--- src/design/scmc_pkg.sv ---
// Shared constants, codes and types of the serial command mode controller.
package scmc_pkg;

  localparam int LineCapacity = 32;
  localparam int LineAw       = $clog2(LineCapacity);

  localparam logic [7:0] CharCr = 8'd13;
  localparam logic [7:0] CharLf = 8'd10;

  localparam logic [7:0] CFG_RPM_LOWER  = 8'd0;
  localparam logic [7:0] CFG_RPM_UPPER  = 8'd1;
  localparam logic [7:0] CFG_SCAN       = 8'd2;
  localparam logic [7:0] CFG_LOCKOUT    = 8'd3;

  localparam logic KIND_BYTE   = 1'b0;
  localparam logic KIND_SAMPLE = 1'b1;

  typedef enum logic [3:0] {
    RESP_PONG      = 4'd0,
    RESP_MODE      = 4'd1,
    RESP_RPM_SET   = 4'd2,
    RESP_ARMED     = 4'd3,
    RESP_STOPPED   = 4'd4,
    RESP_STOP_SAME = 4'd5,
    RESP_PARSE_ERR = 4'd6,
    RESP_RANGE_ERR = 4'd7,
    RESP_BAD_RPM   = 4'd8,
    RESP_BAD_ARM   = 4'd9,
    RESP_UNKNOWN   = 4'd10,
    RESP_TOO_LONG  = 4'd11,
    RESP_BUTTON    = 4'd12
  } resp_t;

  localparam logic [1:0] MODE_IDLE  = 2'd0;
  localparam logic [1:0] MODE_ARMED = 2'd1;
  localparam logic [1:0] MODE_RUN   = 2'd2;

  typedef enum logic [2:0] {
    V_PING,
    V_MODE,
    V_RPM_OK,
    V_PARSE,
    V_RANGE,
    V_ARM,
    V_STOP,
    V_UNKNOWN
  } verdict_t;

  typedef struct packed {
    logic             done;
    verdict_t         verdict;
    logic [31:0]      req;
  } exec_res_t;

endpackage

--- src/design/scmc_line_ram.sv ---
// Line store: one write port, one registered read port.
module scmc_line_ram (
  input  logic                        clk,
  input  logic                        we,
  input  logic [scmc_pkg::LineAw-1:0] waddr,
  input  logic [7:0]                  wdata,
  input  logic [scmc_pkg::LineAw-1:0] raddr,
  output logic [7:0]                  rdata
);
  import scmc_pkg::*;

  logic [7:0] mem [LineCapacity];

  always_ff @(posedge clk) begin
    if (we) begin
      mem[waddr] <= wdata;
    end
    rdata <= mem[raddr];
  end

endmodule

--- src/design/scmc_line_exec.sv ---
// Line sequencer: walks the stored line, matches commands and parses the number.
module scmc_line_exec (
  input  logic                        clk,
  input  logic                        rst,
  input  logic                        start,
  input  logic [scmc_pkg::LineAw-1:0] len,
  input  logic [15:0]                 lower,
  input  logic [15:0]                 upper,
  output logic [scmc_pkg::LineAw-1:0] raddr,
  input  logic [7:0]                  rdata,
  output scmc_pkg::exec_res_t         res
);
  import scmc_pkg::*;

  typedef enum logic [2:0] {
    E_IDLE = 3'b001,
    E_RUN  = 3'b010,
    E_FIN  = 3'b100
  } exec_state_t;

  typedef enum logic [5:0] {
    P_START = 6'b000001,
    P_WS    = 6'b000010,
    P_SIGN  = 6'b000100,
    P_DIG   = 6'b001000,
    P_TRAIL = 6'b010000,
    P_ERR   = 6'b100000
  } parse_state_t;

  localparam logic [55:0] WordPing = {"PING", 24'h0};
  localparam logic [55:0] WordMode = {"MODE?", 16'h0};
  localparam logic [55:0] WordArm  = {"ARM", 32'h0};
  localparam logic [55:0] WordStop = {"STOP", 24'h0};
  localparam logic [55:0] WordSet  = "SET_RPM";

  // True when the character at position i agrees with word s of length n,
  // or lies past the word.
  function automatic logic chr_ok(input logic [55:0] s, input int n,
                                  input logic [LineAw-1:0] i, input logic [7:0] c);
    logic ok;
    ok = (int'(i) >= n);
    for (int k = 0; k < 7; k++) begin
      if (k < n && int'(i) == k && c == s[55-8*k -: 8]) begin
        ok = 1'b1;
      end
    end
    return ok;
  endfunction

  exec_state_t        state;
  logic [LineAw-1:0]  rd_idx;
  logic [LineAw-1:0]  pidx;
  logic               dv;
  logic               m_ping, m_mode, m_arm, m_stop, m_pre;
  parse_state_t       pst;
  logic               neg;
  logic               over;
  logic [31:0]        mag;

  logic               blank, digit;
  logic [36:0]        mag37;
  logic [31:0]        mag_f;
  logic [31:0]        req;
  logic               parse_ok;
  logic signed [31:0] lo32, hi32;

  assign raddr = rd_idx;
  assign blank = (rdata == 8'd32) || (rdata >= 8'd9 && rdata <= 8'd13);
  assign digit = (rdata >= "0") && (rdata <= "9");
  assign mag37 = ({5'b0, mag} << 3) + ({5'b0, mag} << 1) + {33'b0, rdata[3:0]};

  always_ff @(posedge clk) begin
    if (rst) begin
      state <= E_IDLE;
      dv    <= 1'b0;
    end else begin
      unique case (state)
        E_IDLE: begin
          if (start) begin
            state  <= E_RUN;
            rd_idx <= '0;
            dv     <= 1'b0;
            m_ping <= 1'b1;
            m_mode <= 1'b1;
            m_arm  <= 1'b1;
            m_stop <= 1'b1;
            m_pre  <= 1'b1;
            pst    <= P_START;
            neg    <= 1'b0;
            over   <= 1'b0;
            mag    <= '0;
          end
        end
        E_RUN: begin
          // Issue the next read while the previous byte is classified.
          if (rd_idx != len) begin
            rd_idx <= rd_idx + 1'b1;
            pidx   <= rd_idx;
            dv     <= 1'b1;
          end else begin
            dv <= 1'b0;
            if (!dv) begin
              state <= E_FIN;
            end
          end
          if (dv) begin
            m_ping <= m_ping & chr_ok(WordPing, 4, pidx, rdata);
            m_mode <= m_mode & chr_ok(WordMode, 5, pidx, rdata);
            m_arm  <= m_arm  & chr_ok(WordArm,  3, pidx, rdata);
            m_stop <= m_stop & chr_ok(WordStop, 4, pidx, rdata);
            m_pre  <= m_pre  & chr_ok(WordSet,  7, pidx, rdata);
            unique case (pst)
              P_START: begin
                if (pidx == LineAw'(7)) begin
                  pst <= (rdata == 8'd32) ? P_WS : P_ERR;
                end
              end
              P_WS: begin
                if (blank) begin
                  pst <= P_WS;
                end else if (rdata == "+" || rdata == "-") begin
                  neg <= (rdata == "-");
                  pst <= P_SIGN;
                end else if (digit) begin
                  pst <= P_DIG;
                  mag <= {28'b0, rdata[3:0]};
                end else begin
                  pst <= P_ERR;
                end
              end
              P_SIGN, P_DIG: begin
                if (digit) begin
                  pst <= P_DIG;
                  if (!over) begin
                    if (mag37 > 37'h0_8000_0000) begin
                      over <= 1'b1;
                    end else begin
                      mag <= mag37[31:0];
                    end
                  end
                end else if (pst == P_DIG && rdata == 8'd32) begin
                  pst <= P_TRAIL;
                end else begin
                  pst <= P_ERR;
                end
              end
              P_TRAIL: begin
                if (rdata != 8'd32) begin
                  pst <= P_ERR;
                end
              end
              P_ERR: pst <= P_ERR;
              default: pst <= P_ERR;
            endcase
          end
        end
        E_FIN: state <= E_IDLE;
        default: state <= E_IDLE;
      endcase
    end
  end

  always_comb begin
    mag_f = over ? 32'h8000_0000 : mag;
    if (neg) begin
      req = ~mag_f + 32'd1;
    end else if (mag_f == 32'h8000_0000) begin
      req = 32'h7FFF_FFFF;
    end else begin
      req = mag_f;
    end
    lo32     = {{16{lower[15]}}, lower};
    hi32     = {{16{upper[15]}}, upper};
    parse_ok = (pst == P_DIG) || (pst == P_TRAIL);

    res.done    = (state == E_FIN);
    res.req     = '0;
    if (len == LineAw'(4) && m_ping) begin
      res.verdict = V_PING;
    end else if (len == LineAw'(5) && m_mode) begin
      res.verdict = V_MODE;
    end else if (len >= LineAw'(7) && m_pre) begin
      if (!parse_ok) begin
        res.verdict = V_PARSE;
      end else begin
        res.req     = req;
        res.verdict = ($signed(req) < lo32 || $signed(req) > hi32) ? V_RANGE : V_RPM_OK;
      end
    end else if (len == LineAw'(3) && m_arm) begin
      res.verdict = V_ARM;
    end else if (len == LineAw'(4) && m_stop) begin
      res.verdict = V_STOP;
    end else begin
      res.verdict = V_UNKNOWN;
    end
  end

endmodule

--- src/design/serial_command_mode_controller.sv ---
// Top level of the serial command mode controller.
//
//  channel | direction | handshake          | payload
//  --------+-----------+--------------------+---------------------------------------
//  s_      | in        | s_tvalid/s_tready  | s_tuser kind, s_tdata byte/time/level
//  m_      | out       | m_tvalid/m_tready  | m_tuser response, m_tdata mode..presses
//  cfg_    | in        | cfg_valid/cfg_ready| cfg_index register, cfg_data value
//
// A byte that is stored, a time sample and an overlong byte are handled as they are taken.
// A CR or LF on a line of n characters walks the line store one read a cycle
// through the single read port of the line store, and the result is registered once
// the walk ends. No input is taken while a line runs.
// Reset is synchronous; the line store needs no clearing pass.
// A new transfer is taken while a waiting result is handed over in that cycle.
module serial_command_mode_controller (
  input  logic         clk,
  input  logic         rst,
  input  logic         s_tvalid,
  output logic         s_tready,
  input  logic [47:0]  s_tdata,   // rx_byte[7:0], now_ms[39:8], button_level[40], zero
  input  logic         s_tuser,   // item kind, byte or sample
  output logic         m_tvalid,
  input  logic         m_tready,
  // mode[1:0], target_speed[17:2], requested_speed[49:18], mode_changes[81:50],
  // presses[113:82], zero
  output logic [119:0] m_tdata,
  output logic [3:0]   m_tuser,   // response
  input  logic         cfg_valid,
  output logic         cfg_ready,
  input  logic [7:0]   cfg_index,
  input  logic [15:0]  cfg_data
);
  import scmc_pkg::*;

  typedef enum logic [1:0] {
    S_IDLE = 2'b01,
    S_EXEC = 2'b10
  } top_state_t;

  top_state_t        state, state_next;
  logic [LineAw-1:0] len, len_next;
  logic [1:0]        mode, mode_next;
  logic [15:0]       target, target_next;
  logic [31:0]       chg, chg_next;
  logic [31:0]       prs, prs_next;
  logic [31:0]       last_scan, last_scan_next;
  logic [31:0]       last_press, last_press_next;
  logic              prev_level, prev_level_next;

  logic [15:0]       rpm_lower, rpm_upper, scan_period, lockout;

  resp_t             out_resp;
  logic [1:0]        out_mode;
  logic [15:0]       out_tgt;
  logic [31:0]       out_req, out_chg, out_prs;

  logic              accept;
  logic              emit;
  resp_t             resp;
  logic [31:0]       req;
  logic              start;
  logic              wr_en;
  logic [7:0]        rx_byte;
  logic [31:0]       now_ms;
  logic              level;
  logic [LineAw-1:0] raddr;
  logic [7:0]        rdata;
  exec_res_t         res;

  assign rx_byte  = s_tdata[7:0];
  assign now_ms   = s_tdata[39:8];
  assign level    = s_tdata[40];
  assign accept   = s_tvalid && s_tready;
  assign s_tready = (state == S_IDLE) && (!m_tvalid || m_tready);
  assign cfg_ready = 1'b1;

  assign m_tuser = out_resp;
  assign m_tdata = {6'b0, out_prs, out_chg, out_req, out_tgt, out_mode};

  scmc_line_ram u_ram (
    .clk   (clk),
    .we    (wr_en),
    .waddr (len),
    .wdata (rx_byte),
    .raddr (raddr),
    .rdata (rdata)
  );

  scmc_line_exec u_exec (
    .clk   (clk),
    .rst   (rst),
    .start (start),
    .len   (len),
    .lower (rpm_lower),
    .upper (rpm_upper),
    .raddr (raddr),
    .rdata (rdata),
    .res   (res)
  );

  always_comb begin
    state_next      = state;
    len_next        = len;
    mode_next       = mode;
    target_next     = target;
    chg_next        = chg;
    prs_next        = prs;
    last_scan_next  = last_scan;
    last_press_next = last_press;
    prev_level_next = prev_level;
    emit            = 1'b0;
    resp            = RESP_PONG;
    req             = '0;
    start           = 1'b0;
    wr_en           = 1'b0;

    if (state == S_IDLE && accept) begin
      if (s_tuser == KIND_BYTE) begin
        if (rx_byte == CharCr || rx_byte == CharLf) begin
          // Empty lines are dropped silently.
          if (len != '0) begin
            start      = 1'b1;
            state_next = S_EXEC;
          end
        end else if (len < LineAw'(LineCapacity - 1)) begin
          wr_en    = 1'b1;
          len_next = len + 1'b1;
        end else begin
          len_next = '0;
          emit     = 1'b1;
          resp     = RESP_TOO_LONG;
        end
      end else if ((now_ms - last_scan) >= {16'b0, scan_period}) begin
        last_scan_next  = now_ms;
        prev_level_next = level;
        if (!prev_level && level && (now_ms - last_press) >= {16'b0, lockout}) begin
          last_press_next = now_ms;
          prs_next        = prs + 32'd1;
          chg_next        = chg + 32'd1;
          unique case (mode)
            MODE_IDLE:  mode_next = MODE_ARMED;
            MODE_ARMED: mode_next = MODE_RUN;
            default:    mode_next = MODE_IDLE;
          endcase
          emit = 1'b1;
          resp = RESP_BUTTON;
        end
      end
    end

    if (state == S_EXEC && res.done) begin
      state_next = S_IDLE;
      len_next   = '0;
      emit       = 1'b1;
      unique case (res.verdict)
        V_PING:  resp = RESP_PONG;
        V_MODE:  resp = RESP_MODE;
        V_PARSE: resp = RESP_PARSE_ERR;
        V_RANGE: begin
          resp = RESP_RANGE_ERR;
          req  = res.req;
        end
        V_RPM_OK: begin
          req = res.req;
          if (mode == MODE_IDLE) begin
            resp = RESP_BAD_RPM;
          end else begin
            resp        = RESP_RPM_SET;
            target_next = res.req[15:0];
          end
        end
        V_ARM: begin
          if (mode != MODE_IDLE) begin
            resp = RESP_BAD_ARM;
          end else begin
            resp      = RESP_ARMED;
            mode_next = MODE_ARMED;
            chg_next  = chg + 32'd1;
          end
        end
        V_STOP: begin
          target_next = '0;
          if (mode == MODE_IDLE) begin
            resp = RESP_STOP_SAME;
          end else begin
            resp      = RESP_STOPPED;
            mode_next = MODE_IDLE;
            chg_next  = chg + 32'd1;
          end
        end
        default: resp = RESP_UNKNOWN;
      endcase
    end
  end

  always_ff @(posedge clk) begin
    if (rst) begin
      state      <= S_IDLE;
      len        <= '0;
      mode       <= MODE_IDLE;
      target     <= '0;
      chg        <= '0;
      prs        <= '0;
      last_scan  <= '0;
      last_press <= '0;
      prev_level <= 1'b0;
      m_tvalid   <= 1'b0;
    end else begin
      state      <= state_next;
      len        <= len_next;
      mode       <= mode_next;
      target     <= target_next;
      chg        <= chg_next;
      prs        <= prs_next;
      last_scan  <= last_scan_next;
      last_press <= last_press_next;
      prev_level <= prev_level_next;
      // Load a fresh result, or drop the one just taken.
      if (emit) begin
        m_tvalid <= 1'b1;
      end else if (m_tready) begin
        m_tvalid <= 1'b0;
      end
    end
  end

  // Result payload carries the state after the step.
  always_ff @(posedge clk) begin
    if (emit) begin
      out_resp <= resp;
      out_mode <= mode_next;
      out_tgt  <= target_next;
      out_req  <= req;
      out_chg  <= chg_next;
      out_prs  <= prs_next;
    end
  end

  always_ff @(posedge clk) begin
    if (rst) begin
      rpm_lower   <= 16'hF060;
      rpm_upper   <= 16'd4000;
      scan_period <= 16'd10;
      lockout     <= 16'd50;
    end else if (cfg_valid && cfg_ready) begin
      unique case (cfg_index)
        CFG_RPM_LOWER: rpm_lower   <= cfg_data;
        CFG_RPM_UPPER: rpm_upper   <= cfg_data;
        CFG_SCAN:      scan_period <= cfg_data;
        CFG_LOCKOUT:   lockout     <= cfg_data;
        default: ;
      endcase
    end
  end

endmodule

--- config.mk ---
export PLATFORM = sky130hd
export DESIGN_NAME = serial_command_mode_controller
export DESIGN_NICKNAME = d
export VERILOG_FILES = /design/src/design/scmc_pkg.sv /design/src/design/scmc_line_ram.sv /design/src/design/scmc_line_exec.sv /design/src/design/serial_command_mode_controller.sv
export SDC_FILE = /design/constraint.sdc
export NUM_CORES = 1
export LEC_CHECK = 0
export BUFFER_PORTS_ARGS = -buffer_cell sky130_fd_sc_hd__buf_4
export CORE_AREA = 2 2 250 252
export CTS_CLUSTER_SIZE = 30
export DETAILED_ROUTE_END_ITERATION = 8
export DIE_AREA = 0 0 252 254
export PLACE_DENSITY = 0.78
export SLEW_MARGIN = 20
export SYNTH_ARGS = -nofsm -noshare
export SYNTH_HDL_FRONTEND = slang
export SYNTH_SLANG_ARGS = --single-unit
--- constraint.sdc ---
create_clock -name clk -period 8.2 [get_ports clk]
set_input_delay 0.41 -clock clk [delete_from_list [all_inputs] [get_ports clk]]
set_output_delay 0.41 -clock clk [all_outputs]
set_load 0.005 [all_outputs]
### Word level (Yosys, flattened, before mapping)

Memories as Yosys holds them, arrays and structs flattened. A register that Yosys moved wholly into a read port is not among the register bits.
Cells that the tools add are included.

| word-level totals | value |
|---|---|
| bits in writable memories | 256 |
| flip-flop bits (word level) | 396 |
| memories | 1 |
| output and inout bits | 127 |
| word-level logic and storage cells | 378 |

Memories:

| name | words | width | read ports | clocked after memory_dff | write ports | line | text |
|---|---|---|---|---|---|---|---|
| u_ram.mem | 32 | 8 | 1 | 1 | 1 | scmc_line_ram.sv:12 | `logic [7:0] mem [LineCapacity];` |

| operators by class | value |
|---|---|
| bitwise operators | 13 |
| multiplexer cells | 161 |
| reductions and logical operators | 74 |
| equal/unequal tests | 71 |
| $lt $le $gt $ge | 15 |
| add/sub/neg operators | 9 |

Operator list:

| kind | count |
|---|---|
| 2-to-1 mux 32 bit | 22 |
| case mux 32 bit (2 select lines) | 3 |
| equality test 8 x 7 -> 1 bit (second input constant) | 13 |
| adder 32 x 1 -> 32 bit (second input constant) | 3 |
| 2-to-1 mux 16 bit | 6 |
| 2-to-1 mux 1 bit | 76 |
| greater-or-equal comparator 32 x 16 -> 1 bit | 2 |
| subtractor 32 bit | 2 |
| 2-to-1 mux 6 bit | 10 |
| adder 37 x 4 -> 37 bit | 1 |
| > comparator 37 x 32 -> 1 bit (second input constant) | 1 |
| adder 35 x 33 -> 36 bit | 1 |
| logical AND 1 bit | 36 |
| 2-to-1 mux 4 bit | 9 |
| equality test 32 bit (second input constant) | 1 |
| equality test 8 x 6 -> 1 bit (second input constant) | 4 |
| > comparator 32 x 16 -> 1 bit | 1 |
| < comparator 32 x 16 -> 1 bit | 1 |
| inverter 32 bit | 1 |
| case mux 16 bit (2 select lines) | 1 |
| case mux 4 bit (7 select lines) | 1 |
| equality test 5 x 3 -> 1 bit (second input constant) | 5 |
| 2-to-1 mux 3 bit | 8 |
| case mux 6 bit (4 select lines) | 1 |
| 54 further kinds | 134 |

### Logic depth before layout (Yosys ltp)

| logic depth | value |
|---|---|
| word-level depth | 15 |
| depth in mapped cells | 32 |
| mapped depth without buffers | 26 |

### By module

Synthesis repeated with hierarchy kept, for this count alone.

| unflattened totals | value |
|---|---|
| cells, all modules | 3403 |
| area, all modules | 36369.9 µm² |

Modules (own cells, without submodules):

| module | seq. area each (µm²) | instances | cells each | area an instance (µm²) |
|---|---|---|---|---|
| serial_command_mode_controller | 7927.6 | 1 | 1945 | 18043.6 |
| scmc_line_ram | 7847.5 | 1 | 417 | 10053.4 |
| scmc_line_exec | 1731.7 | 1 | 1041 | 8272.9 |

### Worst setup path after synthesis

Ideal clock, no wire load.

| path | value |
|---|---|
| path type | input to register |
| start | in s_tdata[8] |
| end | reg m_tvalid |
| cell stages on the path | 23 |
| setup slack | 851 ps |
| path buffers | 1 |
| data arrival time | 7212 ps |
| path through | inv_1 -> ha_1 -> inv_1 -> fa_1 -> a21oi_1 -> o221ai_1 -> o22ai_1 -> nand2_1 -> a31oi_1 -> xnor2_1 -> ha_1 -> a21o_1 -> a211oi_1 -> o221ai_1 -> a21oi_1 -> nand4_1 -> or4_4 -> nor4_4 -> a41oi_2 -> nand2_1 -> buf_2 -> nand2_1 -> o21ba_2 |

| on the way | value |
|---|---|
| longest elaborated chain between the ends | 9 |

RTL lines:

| what | line | text |
|---|---|---|
| from (decl) | serial_command_mode_controller.sv:20 | `input logic [47:0] s_tdata,` |
| subtractor 32 bit | serial_command_mode_controller.sv:136 | `if (!prev_level && level && (now_ms - last_press) >= {16'b0, lockout}) begin` |
| greater-or-equal comparator 32 x 16 -> 1 bit | serial_command_mode_controller.sv:136 |  |
| logical AND 1 bit | serial_command_mode_controller.sv:136 |  |
| 2-to-1 mux 1 bit | serial_command_mode_controller.sv:136 |  |
| 2-to-1 mux 1 bit (*) | serial_command_mode_controller.sv:133 | `end else if ((now_ms - last_scan) >= {16'b0, scan_period}) begin` |
| 2-to-1 mux 1 bit (*) | serial_command_mode_controller.sv:118 | `if (s_tuser == KIND_BYTE) begin` |
| 2-to-1 mux 1 bit (*) | serial_command_mode_controller.sv:117 | `if (state == S_IDLE && accept) begin` |
| 2-to-1 mux 1 bit (*) | serial_command_mode_controller.sv:151 | `if (state == S_EXEC && res.done) begin` |
| via emit | serial_command_mode_controller.sv:58 | `logic emit;` |
| 2-to-1 mux 1 bit or nonzero test 2 bit (tied branches) | -- |  |
| to (signal assigned) | serial_command_mode_controller.sv:207 | `m_tvalid <= 1'b0;` |
| to (signal assigned) | serial_command_mode_controller.sv:220 | `m_tvalid <= 1'b1;` |
| to (signal assigned) | serial_command_mode_controller.sv:222 | `m_tvalid <= 1'b0;` |
| to (decl) | serial_command_mode_controller.sv:22 | `output logic m_tvalid,` |

The timed path passes the listed nets; every way through them passes the cells marked *.
A chain may end at the register's enable or synchronous reset.

### Worst setup path after layout

| path | value |
|---|---|
| start | reg u_exec.mag[10] |
| end | reg target[0] |

| on the way | value |
|---|---|
| longest elaborated chain between the ends | 14 |

RTL lines:

| what | line | text |
|---|---|---|
| from (decl) | scmc_line_exec.sv:58 | `logic [31:0] mag;` |
| from (signal assigned) | scmc_line_exec.sv:126 | `mag <= {28'b0, rdata[3:0]};` |
| from (signal assigned) | scmc_line_exec.sv:138 | `mag <= mag37[31:0];` |
| 2-to-1 mux 32 bit (*) | scmc_line_exec.sv:164 | `mag_f = over ? 32'h8000_0000 : mag;` |
| inverter 32 bit or equality test 32 bit (tied branches) | scmc_line_exec.sv:166, scmc_line_exec.sv:167 |  |
| adder 32 x 1 -> 32 bit or 2-to-1 mux 32 bit (tied branches) | scmc_line_exec.sv:166, scmc_line_exec.sv:167 |  |
| 2-to-1 mux 32 bit (*) | scmc_line_exec.sv:165 | `if (neg) begin` |
| via u_exec.req[25] | scmc_line_exec.sv:63 | `logic [31:0] req;` |
| < comparator 32 x 16 -> 1 bit or > comparator 32 x 16 -> 1 bit (tied branches) | scmc_line_exec.sv:187 | `res.verdict = ($signed(req) < lo32 \|\| $signed(req) > hi32) ? V_RANGE : V_RPM_OK;` |
| logical OR 1 bit (*) | scmc_line_exec.sv:187 |  |
| 2-to-1 mux 3 bit (*) | scmc_line_exec.sv:187 |  |
| 2-to-1 mux 3 bit (*) | scmc_line_exec.sv:183 | `if (!parse_ok) begin` |
| 2-to-1 mux 3 bit (*) | scmc_line_exec.sv:182 | `end else if (len >= LineAw'(7) && m_pre) begin` |
| 2-to-1 mux 3 bit (*) | scmc_line_exec.sv:180 | `end else if (len == LineAw'(5) && m_mode) begin` |
| 2-to-1 mux 3 bit (*) | scmc_line_exec.sv:178 | `if (len == LineAw'(4) && m_ping) begin` |
| equality test 3 bit or equality test 3 x 2 -> 1 bit (tied branches) | serial_command_mode_controller.sv:155 | `unique case (res.verdict)` |
| case mux 16 bit (2 select lines) (*) | serial_command_mode_controller.sv:155 |  |
| 2-to-1 mux 16 bit (*) | serial_command_mode_controller.sv:151 |  |
| to (signal assigned) | serial_command_mode_controller.sv:212 | `target <= target_next;` |
| to (decl) | serial_command_mode_controller.sv:43 | `logic [15:0] target, target_next;` |

Marked as above.

==> run metrics <==
status=finished, final reports clean; number of global-route vias before repair=25853; Final Critical Period=6900 ps; IR drop worst, VDD=~0.2 mV; Hold Vio Cnt, Final=0; RSZ-0062 raised after global routing=no; Core ar.=61300 um^2; WP data required=8720 ps; Rows=just over 90; GPL Wtd Cong=0.931; Seq/Total Area, Yosys=around half; post-synthesis cell area=36400 um^2; CTS Sinks=660; crit path max-delay cell type=or4_1; Syn-to-layout area delta=12.2%; Rel. slew slack=between 20% and 30%; max cap viols=0; # resized after CTS=0; reg2reg setup slack=1300 ps; Avg Cell Area, Syn=10.4 um^2; CP Max Fanout=17; count of buffers from port buffering=190; crit share post-route=84.2%; Starting Density=59.4%; Synth Flop Type=edfxtp_1; nets@finish=around 4000; final setup vio count=0; TritonCTS clock tree=done; CP bufs+invs=0; Total Neg Setup Slack=0 ps; total grt overflow=0; ratio of cells with drive above 1 in the final layout=13.5%; GR Util All Layers=roughly 28%; H-tree depth=3; DRC=0; worst-margin pin slew=1090 ps; WL/cell=roughly 20 um; I/O pins=205; average vias per placed instance=6.11; commonest non-fill, non-tap cells in the layout=edfxtp_1, nor2_1, nand2_1, a21oi_1, dfxtp_1; Initial DRT Pass Iterations=6; most common cell after layout, fill and taps aside=edfxtp_1; number of synthesized flops with an enable pin=429; CP peak stage delay=between 900 and 1000 ps; largest net degree at the start of global routing=174; DRT antenna net count=0; Critical Path Start Type=flip-flop; Detailed Place HPWL=62100 um; area leader, netlist=edfxtp_1; die area=64000 um^2; CTS Hold Buffers Added=0; ys async rst share=0%; Post-Route WL=89300 um; Die Span Y=254 um; Via Count=about 27000; HP Class=input pin to flip-flop; Clock transition at path regs=~60 ps; critical path capture point type=flip-flop; critical path's top delay family=compound AO/OA/AOI/OAI gates; Worst Path Class, Setup=flip-flop to flip-flop; Clk Latency, worst-skew pair=~630 ps; post-CTS setup buffers=0; flops & latches, synth=660; top cells by area, synth=edfxtp_1, dfxtp_1, ha_1, mux4_2, nor2_1; initial DRC count=around 2500; first-pass GRT wire length=between 100000 and 150000 um; die width=252 um; Synth Warn #=0; DP Area=38500 um^2; Setup Skew=32.2 ps; cell leakage power=15.4 nW; crit-path cells=nor4_1 -> nand3_1 -> a21oi_1 -> o21a_1 -> o21a_1 -> o21ai_0 -> o31ai_1 -> xor2_1 -> o21ai_0 -> ha_1 -> a21o_1 -> a21o_1 -> a221o_1 -> a221o_1 -> a211oi_1 -> o41a_1 -> o21ai_1 -> xnor2_1 -> o21ai_1 -> or4_1 -> or2_2 -> o2bb2ai_1; cell count after synthesis=between 3000 and 4000; fin area=between 40000 and 50000 um^2; TritonCTS buffer count=71; initial antenna violation count=1; clock buffer depth=3; Slew Limit Fails=0; power density cells=roughly 180 nW/um^2; Critical Path AT=about 7400 ps; Netlist cell types=100; clock root cell=clkbuf_16; Max Clock Freq=145 MHz; share of the synthesized area in the top cell type=a little over a third
## registers in the layout (all words and copies together) (netlist names), 32 cells and up
| signal | count |
|---|---|
| out_req | 32 |
| last_scan | 32 |
| out_chg | 32 |
| last_press | 32 |
| u_exec.mag | 32 |
| chg | 32 |
| prs | 32 |
| out_prs | 32 |
| u_ram.mem | 256 |
## final timing paths
| check | cells past startpoint | to | start |
|---|---|---|---|
| hold / removal | 2 | rpm_lower[5] | cfg_data[5] |
| setup reg to reg | 22 | target[0] | u_exec.mag[10] |
| setup / recovery | 22 | target[0] | u_exec.mag[10] |
| hold reg to reg | 2 | last_press[24] | last_press[24] |
## worst register-to-register path: stages (launching register included)
cell and delay (ps):
edfxtp_1 530, nor4_1 540, nand3_1 140, a21oi_1 290, o21a_1 220, o21a_1 220
o21ai_0 150, o31ai_1 280, xor2_1 110, o21ai_0 370, ha_1 330, a21o_1 180
a21o_1 170, a221o_1 300, a221o_1 370, a211oi_1 260, o41a_1 210, o21ai_1 80
xnor2_1 150, o21ai_1 220, or4_1 930, or2_2 580, o2bb2ai_1 200
## routing by layer
| metal | part of all wire, % | up-vias | wire length (um) | GRT usage (%) |
|---|---|---|---|---|
| met1 | 43 | 13124 | 38000 | 37.7 |
| met5 | 0 | - | 0 | 0 |
| met4 | 2.7 | 0 | 2410 | 8.98 |
| li1 | - | 13135 | - | - |
| met2 | 47 | 992 | 42400 | 45.5 |
| met3 | 7.3 | 150 | 6540 | 4.09 |
## area by class of cell
| cell class | count | area (um^2) |
|---|---|---|
| clock buffer | 94 | 1930 |
| sequential | 660 | 17500 |
| tap | 790 | 988 |
| multi-input combinational | 2486 | 17600 |
| fill | 4681 | 20400 |
| inverter | 198 | 743 |
| antenna | 1 | 2.50 |
| clock inverter | 38 | 407 |
| timing repair buffer | 216 | 1660 |
## power breakdown
group | switching [mW] | internal, mW
registers | 0.0124 | 3.55
logic | 0.339 | 0.208
clock network | 1.38 | 1.82
## cells in the mapped netlist, types with 30 or more instances
cell type / count
nor2_1: 369
a21o_1: 64
inv_1: 198
o21ai_0: 98
edfxtp_1: 429
xnor2_1: 104
or3_1: 30
mux4_2: 80
mux2_2: 41
nand3_1: 88
dfxtp_1: 231
and3_1: 33
a21oi_1: 257
clkbuf_1: 118
nor3_1: 61
o2bb2ai_1: 32
nor4_1: 36
xor2_1: 63
mux2i_1: 42
ha_1: 198
nor2b_1: 99
nand2_1: 297
nand4_1: 62
## through the flow
stage          hold WS, ps  utilization [%]  instances  total power [mW]  setup slack [ps]
6_report              41.7             66.7       4483              7.31              1300
5_1_grt               26.9             66.7       4483              7.54               986
4_1_cts               17.5             66.6       4481              7.35              1430
3_5_place_dp           447             62.8       4349              4.17              1540
3_3_place_gp           439             62.8       4349              4.16              1680
2_1_floorplan          424                -       3499              4.00               851
## kinds of logic (layout without fill, tap and decap cells)
kind of cell,after synthesis,in the layout,synth area share (%)
compound gates,718,718,13.0
xor+xnor,167,167,4.02
fa+ha+maj,202,202,7.02
buf+inv,353,546,3.78
flops,660,660,48.1
mux,170,170,7.59
other cells,2,8,0.0206
simple gates,1222,1222,16.4
Note: power is estimated with default switching activity, not from simulation.
